==> src/rtl/epoch_seconds_to_calendar_macros.svh <==
// ----------------------------------------------------------------------------
// epoch seconds to calendar: assertion macros
// concurrent checks on aclk, switched off for synthesis
// ----------------------------------------------------------------------------
`ifndef EPOCH_SECONDS_TO_CALENDAR_MACROS_SVH
`define EPOCH_SECONDS_TO_CALENDAR_MACROS_SVH

`ifndef SYNTHESIS
`define ESC_ASSERT(lbl, prop, msg) \
    lbl: assert property (@(posedge aclk) disable iff (!aresetn) prop) else $error(msg);
`define ESC_ASSERT_NORST(lbl, prop, msg) \
    lbl: assert property (@(posedge aclk) prop) else $error(msg);
`else
`define ESC_ASSERT(lbl, prop, msg)
`define ESC_ASSERT_NORST(lbl, prop, msg)
`endif

`endif

==> src/rtl/esc_pkg.sv <==
`timescale 1ns / 1ps
// ----------------------------------------------------------------------------
// esc_pkg
// constants and month table for the epoch seconds to calendar pipeline
// ----------------------------------------------------------------------------
package esc_pkg;

    localparam int NUM_STAGES = 8;

    typedef logic [3:0] month_idx_t;
    typedef logic [8:0] doy_t;

    // reciprocals, exact for the operand ranges used
    localparam logic [25:0] DAY_RECIP        = 26'd50903317; // 2^35 / 675, rounded up
    localparam logic [13:0] HOUR_RECIP       = 14'd9321;     // 2^21 / 225, rounded up
    localparam logic [10:0] MIN_RECIP        = 11'd1093;     // 2^14 / 15, rounded up
    localparam logic [16:0] QUAD_RECIP       = 17'd91868;    // 2^27 / 1461, rounded up

    localparam logic [16:0] SECS_PER_DAY     = 17'd86400;
    localparam logic [11:0] SECS_PER_HOUR    = 12'd3600;
    localparam logic [5:0]  SECS_PER_MIN     = 6'd60;
    localparam logic [10:0] DAYS_PER_QUAD    = 11'd1461;

    // days counted from 1968-01-01, start of a leap cycle
    localparam logic [15:0] EPOCH_DAY_OFFSET = 16'd731;
    // days from 1970 to 2100-03-01, skip the missing feb 29
    localparam logic [15:0] SKIP_DAY_2100    = 16'd47541;
    localparam logic [11:0] BASE_YEAR        = 12'd1968;

    localparam logic [8:0]  YEAR1_START      = 9'd366;
    localparam logic [9:0]  YEAR2_START      = 10'd731;
    localparam logic [10:0] YEAR3_START      = 11'd1096;

    // zero-based day of year on which a month begins
    function automatic doy_t month_start(input month_idx_t idx, input logic leap);
        doy_t base;
        begin
            case (idx)
                4'd0:    base = 9'd0;
                4'd1:    base = 9'd31;
                4'd2:    base = 9'd59;
                4'd3:    base = 9'd90;
                4'd4:    base = 9'd120;
                4'd5:    base = 9'd151;
                4'd6:    base = 9'd181;
                4'd7:    base = 9'd212;
                4'd8:    base = 9'd243;
                4'd9:    base = 9'd273;
                4'd10:   base = 9'd304;
                4'd11:   base = 9'd334;
                default: base = 9'd0;
            endcase
            if (leap && idx >= 4'd2) begin
                base = base + 9'd1;
            end
            return base;
        end
    endfunction

endpackage

==> src/rtl/epoch_seconds_to_calendar.sv <==
`timescale 1ns / 1ps
// ----------------------------------------------------------------------------
// epoch_seconds_to_calendar
// converts seconds since 1970-01-01 00:00:00 to gregorian date and time of day
//
//   channel | dir | tdata fields (lsb first)
//   s_      | in  | epoch_seconds[31:0]
//   m_      | out | year[11:0] month[15:12] day_of_month[20:16] hour[25:21]
//           |     | minute[31:26] second[37:32], zero fill[39:38]
//
// eight register stages, one transfer per cycle unless m_tready holds back a waiting result
// depth set by the chain of reciprocal multiplies (day, hour, minute, leap cycle)
// m_tready low with a result waiting freezes every stage together
// reset clears the stage valid bits only
// ----------------------------------------------------------------------------
`include "epoch_seconds_to_calendar_macros.svh"

module epoch_seconds_to_calendar (
    input  logic        aclk,
    input  logic        aresetn,
    input  logic        s_tvalid,
    output logic        s_tready,
    input  logic [31:0] s_tdata,   // epoch_seconds[31:0]
    output logic        m_tvalid,
    input  logic        m_tready,
    output logic [39:0] m_tdata    // year, month, day_of_month, hour, minute, second
);
    import esc_pkg::*;

    logic                  adv;
    logic [NUM_STAGES-1:0] valid_reg;

    // stage 1
    logic [31:0] t1_reg;
    logic [50:0] p1_reg, p1_next;
    // stage 2
    logic [15:0] days2_reg, days2_next;
    logic [16:0] tod2_reg, tod2_next;
    logic [31:0] tod_full;
    // stage 3
    logic [15:0] dsh3_reg, dsh3_next;
    logic [16:0] tod3_reg;
    logic [4:0]  hour3_reg, hour3_next;
    logic [26:0] prod_h;
    // stage 4
    logic [5:0]  quad4_reg, quad4_next;
    logic [15:0] dsh4_reg;
    logic [11:0] remh4_reg, remh4_next;
    logic [4:0]  hour4_reg;
    logic [32:0] prod_q;
    logic [16:0] rem_h;
    // stage 5
    logic [5:0]  quad5_reg;
    logic [10:0] dq5_reg, dq5_next;
    logic [5:0]  minute5_reg, minute5_next;
    logic [11:0] remh5_reg;
    logic [4:0]  hour5_reg;
    logic [15:0] dq_full;
    logic [20:0] prod_m;
    // stage 6
    logic [11:0] year6_reg, year6_next;
    logic        leap6_reg, leap6_next;
    doy_t        doy6_reg, doy6_next;
    logic [5:0]  second6_reg, second6_next;
    logic [5:0]  minute6_reg;
    logic [4:0]  hour6_reg;
    logic [1:0]  yi;
    logic [11:0] sec_full;
    // stage 7
    month_idx_t  mon7_reg, mon7_next;
    doy_t        doy7_reg;
    logic        leap7_reg;
    logic [11:0] year7_reg;
    logic [4:0]  hour7_reg;
    logic [5:0]  minute7_reg, second7_reg;
    // stage 8
    logic [11:0] year8_reg;
    logic [3:0]  month8_reg, month8_next;
    logic [4:0]  day8_reg, day8_next;
    logic [4:0]  hour8_reg;
    logic [5:0]  minute8_reg, second8_reg;
    doy_t        dom_full;

    assign adv      = !valid_reg[NUM_STAGES-1] || m_tready;
    assign s_tready = adv;
    assign m_tvalid = valid_reg[NUM_STAGES-1];
    assign m_tdata  = {2'b00, second8_reg, minute8_reg, hour8_reg,
                       day8_reg, month8_reg, year8_reg};

    always_comb begin
        // whole days by reciprocal of 86400 / 128
        p1_next    = 51'(s_tdata[31:7]) * 51'(DAY_RECIP);

        days2_next = p1_reg[50:35];
        tod_full   = t1_reg - (32'(days2_next) * 32'(SECS_PER_DAY));
        tod2_next  = tod_full[16:0];

        dsh3_next  = days2_reg + EPOCH_DAY_OFFSET +
                     {15'd0, (days2_reg >= SKIP_DAY_2100)};
        prod_h     = 27'(tod2_reg[16:4]) * 27'(HOUR_RECIP);
        hour3_next = prod_h[25:21];

        prod_q     = 33'(dsh3_reg) * 33'(QUAD_RECIP);
        quad4_next = prod_q[32:27];
        rem_h      = tod3_reg - (17'(hour3_reg) * 17'(SECS_PER_HOUR));
        remh4_next = rem_h[11:0];

        dq_full      = dsh4_reg - (16'(quad4_reg) * 16'(DAYS_PER_QUAD));
        dq5_next     = dq_full[10:0];
        prod_m       = 21'(remh4_reg[11:2]) * 21'(MIN_RECIP);
        minute5_next = prod_m[19:14];

        if (dq5_reg < 11'(YEAR1_START)) begin
            yi        = 2'd0;
            doy6_next = dq5_reg[8:0];
        end else if (dq5_reg < 11'(YEAR2_START)) begin
            yi        = 2'd1;
            doy6_next = 9'(dq5_reg - 11'(YEAR1_START));
        end else if (dq5_reg < YEAR3_START) begin
            yi        = 2'd2;
            doy6_next = 9'(dq5_reg - 11'(YEAR2_START));
        end else begin
            yi        = 2'd3;
            doy6_next = 9'(dq5_reg - YEAR3_START);
        end
        year6_next   = BASE_YEAR + {4'd0, quad5_reg, 2'b00} + {10'd0, yi};
        leap6_next   = (yi == 2'd0);
        sec_full     = remh5_reg - (12'(minute5_reg) * 12'(SECS_PER_MIN));
        second6_next = sec_full[5:0];

        mon7_next = '0;
        for (int i = 1; i < 12; i++) begin
            if (doy6_reg >= month_start(4'(i), leap6_reg)) begin
                mon7_next = mon7_next + 4'd1;
            end
        end

        dom_full    = doy7_reg - month_start(mon7_reg, leap7_reg) + 9'd1;
        day8_next   = dom_full[4:0];
        month8_next = mon7_reg + 4'd1;
    end

    always_ff @(posedge aclk) begin
        if (!aresetn) begin
            valid_reg <= '0;
        end else if (adv) begin
            valid_reg <= {valid_reg[NUM_STAGES-2:0], s_tvalid};
        end
    end

    always_ff @(posedge aclk) begin
        if (adv) begin
            t1_reg      <= s_tdata;
            p1_reg      <= p1_next;

            days2_reg   <= days2_next;
            tod2_reg    <= tod2_next;

            dsh3_reg    <= dsh3_next;
            tod3_reg    <= tod2_reg;
            hour3_reg   <= hour3_next;

            quad4_reg   <= quad4_next;
            dsh4_reg    <= dsh3_reg;
            remh4_reg   <= remh4_next;
            hour4_reg   <= hour3_reg;

            quad5_reg   <= quad4_reg;
            dq5_reg     <= dq5_next;
            minute5_reg <= minute5_next;
            remh5_reg   <= remh4_reg;
            hour5_reg   <= hour4_reg;

            year6_reg   <= year6_next;
            leap6_reg   <= leap6_next;
            doy6_reg    <= doy6_next;
            second6_reg <= second6_next;
            minute6_reg <= minute5_reg;
            hour6_reg   <= hour5_reg;

            mon7_reg    <= mon7_next;
            doy7_reg    <= doy6_reg;
            leap7_reg   <= leap6_reg;
            year7_reg   <= year6_reg;
            hour7_reg   <= hour6_reg;
            minute7_reg <= minute6_reg;
            second7_reg <= second6_reg;

            year8_reg   <= year7_reg;
            month8_reg  <= month8_next;
            day8_reg    <= day8_next;
            hour8_reg   <= hour7_reg;
            minute8_reg <= minute7_reg;
            second8_reg <= second7_reg;
        end
    end

    `ESC_ASSERT(a_tod_range, valid_reg[1] |-> (tod2_reg < SECS_PER_DAY), "time of day overflow")
    `ESC_ASSERT(a_quad_rem, valid_reg[4] |-> (dq5_reg < DAYS_PER_QUAD), "leap cycle remainder overflow")
    `ESC_ASSERT(a_date_range, m_tvalid |-> (month8_reg >= 4'd1 && month8_reg <= 4'd12 && day8_reg >= 5'd1), "date out of range")
    `ESC_ASSERT(a_no_feb29_2100, (m_tvalid && year8_reg == 12'd2100 && month8_reg == 4'd2) |-> (day8_reg <= 5'd28), "feb 29 in 2100")

endmodule

==> config.mk <==
export PLATFORM = sky130hd
export DESIGN_NAME = epoch_seconds_to_calendar
export DESIGN_NICKNAME = d
export VERILOG_FILES = /design/src/rtl/esc_pkg.sv /design/src/rtl/epoch_seconds_to_calendar.sv
export VERILOG_INCLUDE_DIRS = /design/src /design/src/rtl
export SDC_FILE = /design/constraint.sdc
export NUM_CORES = 2
export LEC_CHECK = 0
export ABC_AREA = 0
export BUFFER_PORTS_ARGS = -buffer_cell sky130_fd_sc_hd__buf_2
export CAP_MARGIN = 20
export CELL_PAD_IN_SITES_DETAIL_PLACEMENT = 0
export CELL_PAD_IN_SITES_GLOBAL_PLACEMENT = 1
export CORE_MARGIN = 3
export CORE_UTILIZATION = 55
export DETAILED_ROUTE_END_ITERATION = 10
export GPL_TIMING_DRIVEN = 0
export PLACE_DENSITY_LB_ADDON = 0.1
export SYNTH_ARGS = -nofsm -noshare
export SYNTH_HDL_FRONTEND = slang
export SYNTH_SLANG_ARGS = --single-unit
==> constraint.sdc <==
create_clock -name aclk -period 25.4 [get_ports aclk]
set_input_delay 3.81 -clock aclk [delete_from_list [all_inputs] [get_ports aclk]]
set_output_delay 3.81 -clock aclk [all_outputs]
set_load 0.05 [all_outputs]
* Word-level counts from Yosys, hierarchy flattened
Memories as Yosys holds them, arrays and structs flattened. A register that Yosys moved wholly into a read port is not among the register bits. Index checks and enable logic that the tools add are counted.
Cells by class: reduce and logical (&&, ||, !) cells 4, multiplexer cells 29, multipliers 8, magnitude comparators 16, add/sub/neg operators 25
Operators by type and width (number):
- multiplier 25 x 26 -> 51 bit, second input constant | 1
- 2-to-1 mux 4 bit | 12
- adder 4 x 1 -> 4 bit, second input constant | 11
- >= comparator 9 x 8 -> 1 bit | 4
- multiplier 16 x 15 -> 31 bit, second input constant | 1
- >= comparator 9 bit | 3
- 2-to-1 mux 9 bit | 3
- multiplier 13 x 14 -> 26 bit, second input constant | 1
- multiplier 10 x 11 -> 20 bit, second input constant | 1
- >= comparator 9 x 7 -> 1 bit | 2
- subtractor 17 bit | 1
- adder 16 x 1 -> 16 bit | 1
- adder 16 x 10 -> 16 bit, second input constant | 1
- >= comparator 16 bit, second input constant | 1
- multiplier 16 x 10 -> 10 bit, second input constant | 1
- adder 11 x 8 -> 12 bit, first input constant | 1
- adder 12 x 2 -> 12 bit | 1
- subtractor 12 bit | 1
- < comparator 11 x 10 -> 1 bit, second input constant | 1
- < comparator 11 bit, second input constant | 1
- < comparator 11 x 9 -> 1 bit, second input constant | 1
- multiplier 6 x 11 -> 11 bit, second input constant | 1
- subtractor 11 bit | 1
- adder 5 x 1 -> 5 bit, second input constant | 2
- other kinds (18) | 28
Word-level totals: input bits 36, ROM bits 144, output and inout port bits 42, flip-flop bits (word level) 326, memories kept 1, logic and storage cells 119
Memories:
- (name not given) | words 16, bits a word 9, read ports 1, clocked after Yosys merged registers in 1, write ports 0, RTL line esc_pkg.sv:38 | case (idx)

* Longest topological paths before layout
depth in word-level cells 23, gate-level depth with buffers 36, gate-level depth less buffers 36

* Least setup slack after synthesis
Ideal clock, no wire load.
path kind input to output, from in m_tready, to out s_tready, data arrival time 12.274 ns, slack 9.316 ns, stages 4, cells stage by stage nor2b_1 > clkbuf_1 > inv_1 > buf_1
Between the ends: longest elaborated chain between the ends 1
RTL lines:
- from (decl) | RTL line epoch_seconds_to_calendar.sv:25 | input logic m_tready,
- logical OR 1 bit | RTL line epoch_seconds_to_calendar.sv:84 | assign adv = !valid_reg[NUM_STAGES-1] || m_tready;
- to (decl) | RTL line epoch_seconds_to_calendar.sv:22 | output logic s_tready,
Every way passes these cells.

* Worst setup path in the final report
from in s_tdata[12], to reg p1_reg[50] (data pin)
Between the ends: longest elaborated chain between the ends 1
RTL lines:
- from (decl) | RTL line epoch_seconds_to_calendar.sv:23 | input logic [31:0] s_tdata,
- multiplier 25 x 26 -> 51 bit | RTL line epoch_seconds_to_calendar.sv:92 | p1_next = 51'(s_tdata[31:7]) * 51'(DAY_RECIP);
- named net p1_next[50] | RTL line epoch_seconds_to_calendar.sv:35 | logic [50:0] p1_reg, p1_next;
- to (signal assigned) | RTL line epoch_seconds_to_calendar.sv:154 | p1_reg <= p1_next;
- to (decl) | RTL line epoch_seconds_to_calendar.sv:35
The timed path passes the listed nets, and every way through them passes these cells. A chain may end at the register's enable or synchronous reset.

==> out/metrics.yaml <==
outcome: "complete, no violations"
start_util_pct: 56.0
period_needed_ps: 9970
avgSynthCellArea_sq_um: 11.5
postCtsSetupBuffers: 0
yosysMostFrequentCell: "inv_1"
slew_headroom_pct: 47.8
gp_congestion: 0.892
arrival_ps: 10280
ys_ff_latch: 293
synthArstFlopShare_pct: 0
rsz0062_at_grt: "no"
synthTopCellsByArea: "edfxtp_1, ha_1, fa_1"
root_buffer: "clkbuf_16"
synth_warnings: 0
cts-resized-gates: 0
cts_max_path_buffers: 3
die-area_sq_um: 59600
ys.flop_type: "edfxtp_1"
fin_tns_setup_ps: 0
ios: 78
drt.antenna.violating_nets: 0
synth_top_area_share_pct: 27.0
fin_crit_sh_pct: 39.3
area_growth_pct: 7.82
skew_ps: 14.3
antenna_found_initial: 0
dp_hpwl_um: 49200
syn_area_sq_um: 31200
cts.htree.levels: 1
dr.pass1.iters: 5
hold_viol_final: 0
synth.distinct_cells: 88
synthCells: 2715
core_area_sq_um: 55600
cp_slowest_stage_delay_ps: 620
die_y_um: 244
finalSetupViolCount: 0
clk_pin_slew_ps: 60
cts_made_buffers: 31
drv_cap: 0
yosysTopAreaCell: "edfxtp_1"
drtIter0Drc: 575
yosysSeqAreaShare_pct: 27.8
diodes: 0
drv_slew: 0
hold_buffers: 0
grt_usage_pct: 20.8
worst_setup_path_end_kind: "register"
routedWlPerCell_um: 16.4
grt_pass1_vias: 20100
totalWireLength_um: 59200
grt_pass1_wl_um: 100000
crit_buf_inv: 7
num_vias: 18500
grt.overflow.total: 0
cp_max_fo: 12
insertion_delay_ps: 570
crit_required_ps: 25710
nets: 3858
drc_errors: 0
fmax_mhz: 100
start_kind: "input port"
row_count: 86
via_per_inst: 5.12
critPathKind: "input port to register"
worst-r2r-cell-count: 33
fillCellCount: 4592
min_path_cells: 0
io_buffers: 75
synth_common_cells: "inv_1, ha_1, fa_1"
synth-edff-count: 280
tritoncts: "built"
slowest_stage: "a211oi_1"
die_w_um: 244
grt_max_degree: 45
crit_family: "adder cells"
layout-drive-gt1-share_pct: 5.95
tightest_slew_ps: 784
cp.depth: 25
hold_class: "register to register"
cts_sinks: 293
path_common_cell: "inv_1"
==> layout by cell type (no fill, tap or decap), types with 14 or more instances in the layout <==
master and n:
a21o_1 47, a21oi_1 85, buf_2 81, clkbuf_16 31
edfxtp_1 280, fa_1 342, ha_1 649, inv_1 705
nand2_1 72, nand3_1 17, nand4_1 16, nor2_1 48
nor2b_1 14, nor3_1 16, o21ai_0 55, o21bai_1 18
xnor2_1 95, xor2_1 48
==> worst register-to-register path: cells and delay by family (launching register included) <==
family | cells | cell delay [ps]
multiplexers | 3 | 670
adder cells (fa/ha/maj) | 6 | 1930
flip-flops | 1 | 470
buffers and inverters | 3 | 360
AO/OA/AOI/OAI | 9 | 1890
AND/OR/NAND/NOR | 8 | 1390
XOR/XNOR | 4 | 840
==> logic make-up (layout without fill, tap and decap cells) <==
| group | after synthesis | in the layout | share of synthesized area [%] |
|---|---|---|---|
| muxes | 12 | 12 | 0.405 |
| buffers and inverters | 725 | 864 | 8.82 |
| xor gates and xnor gates | 149 | 149 | 4.44 |
| AOI/OAI and AO/OA | 313 | 313 | 6.80 |
| DFF | 293 | 293 | 27.8 |
| other | 1 | 2 | 0.0120 |
| adders and majority gates | 991 | 991 | 48.0 |
| and+or+nand+nor | 231 | 231 | 3.68 |
==> metrics by stage <==
step	utilization, %	cells	area [sq um]	setup WS, ps	hold WS [ps]
6_report	60.4	3603	33600	15430	415
5_1_grt	60.4	3603	33600	15010	421
4_1_cts	60.4	3603	33600	15440	417
3_5_place_dp	58.6	3546	32600	14860	405
3_3_place_gp	58.4	3539	32500	5270	401
2_1_floorplan	-	2716	31200	9320	400
==> cell type report <==
cell class / count / area [sq um] / area share, %
buffer: 17 / 93.8 / 0.279
clock buffer: 39 / 826 / 2.46
clock inverter: 18 / 156 / 0.465
inverter: 708 / 2660 / 7.91
multi-input combinational: 1698 / 19800 / 58.8
sequential: 293 / 8670 / 25.8
tap: 748 / 936 / 2.79
timing repair buffer: 82 / 515 / 1.53
==> final timing paths <==
kind	end	start	slack (ps)
worst max-delay path	p1_reg[50]	s_tdata[12]	15430
worst min-delay path	year7_reg[3]	year6_reg[3]	410
worst max register to register	register	leap6_reg	17730
worst min register to register	year7_reg[3]	year6_reg[3]	410
==> routing by layer <==
metal | wire length (um) | global-route usage [%] | up-vias
li1 | - | - | 9178
met4 | 1230 | 4.73 | 0
met1 | 26100 | 26.6 | 9032
met2 | 30900 | 38.8 | 175
met3 | 1030 | 1.37 | 77
met5 | 0 | 0 | -
Power is not shown: default switching activity piles up to over one toggle a cycle in this logic, so the estimate is an artifact.
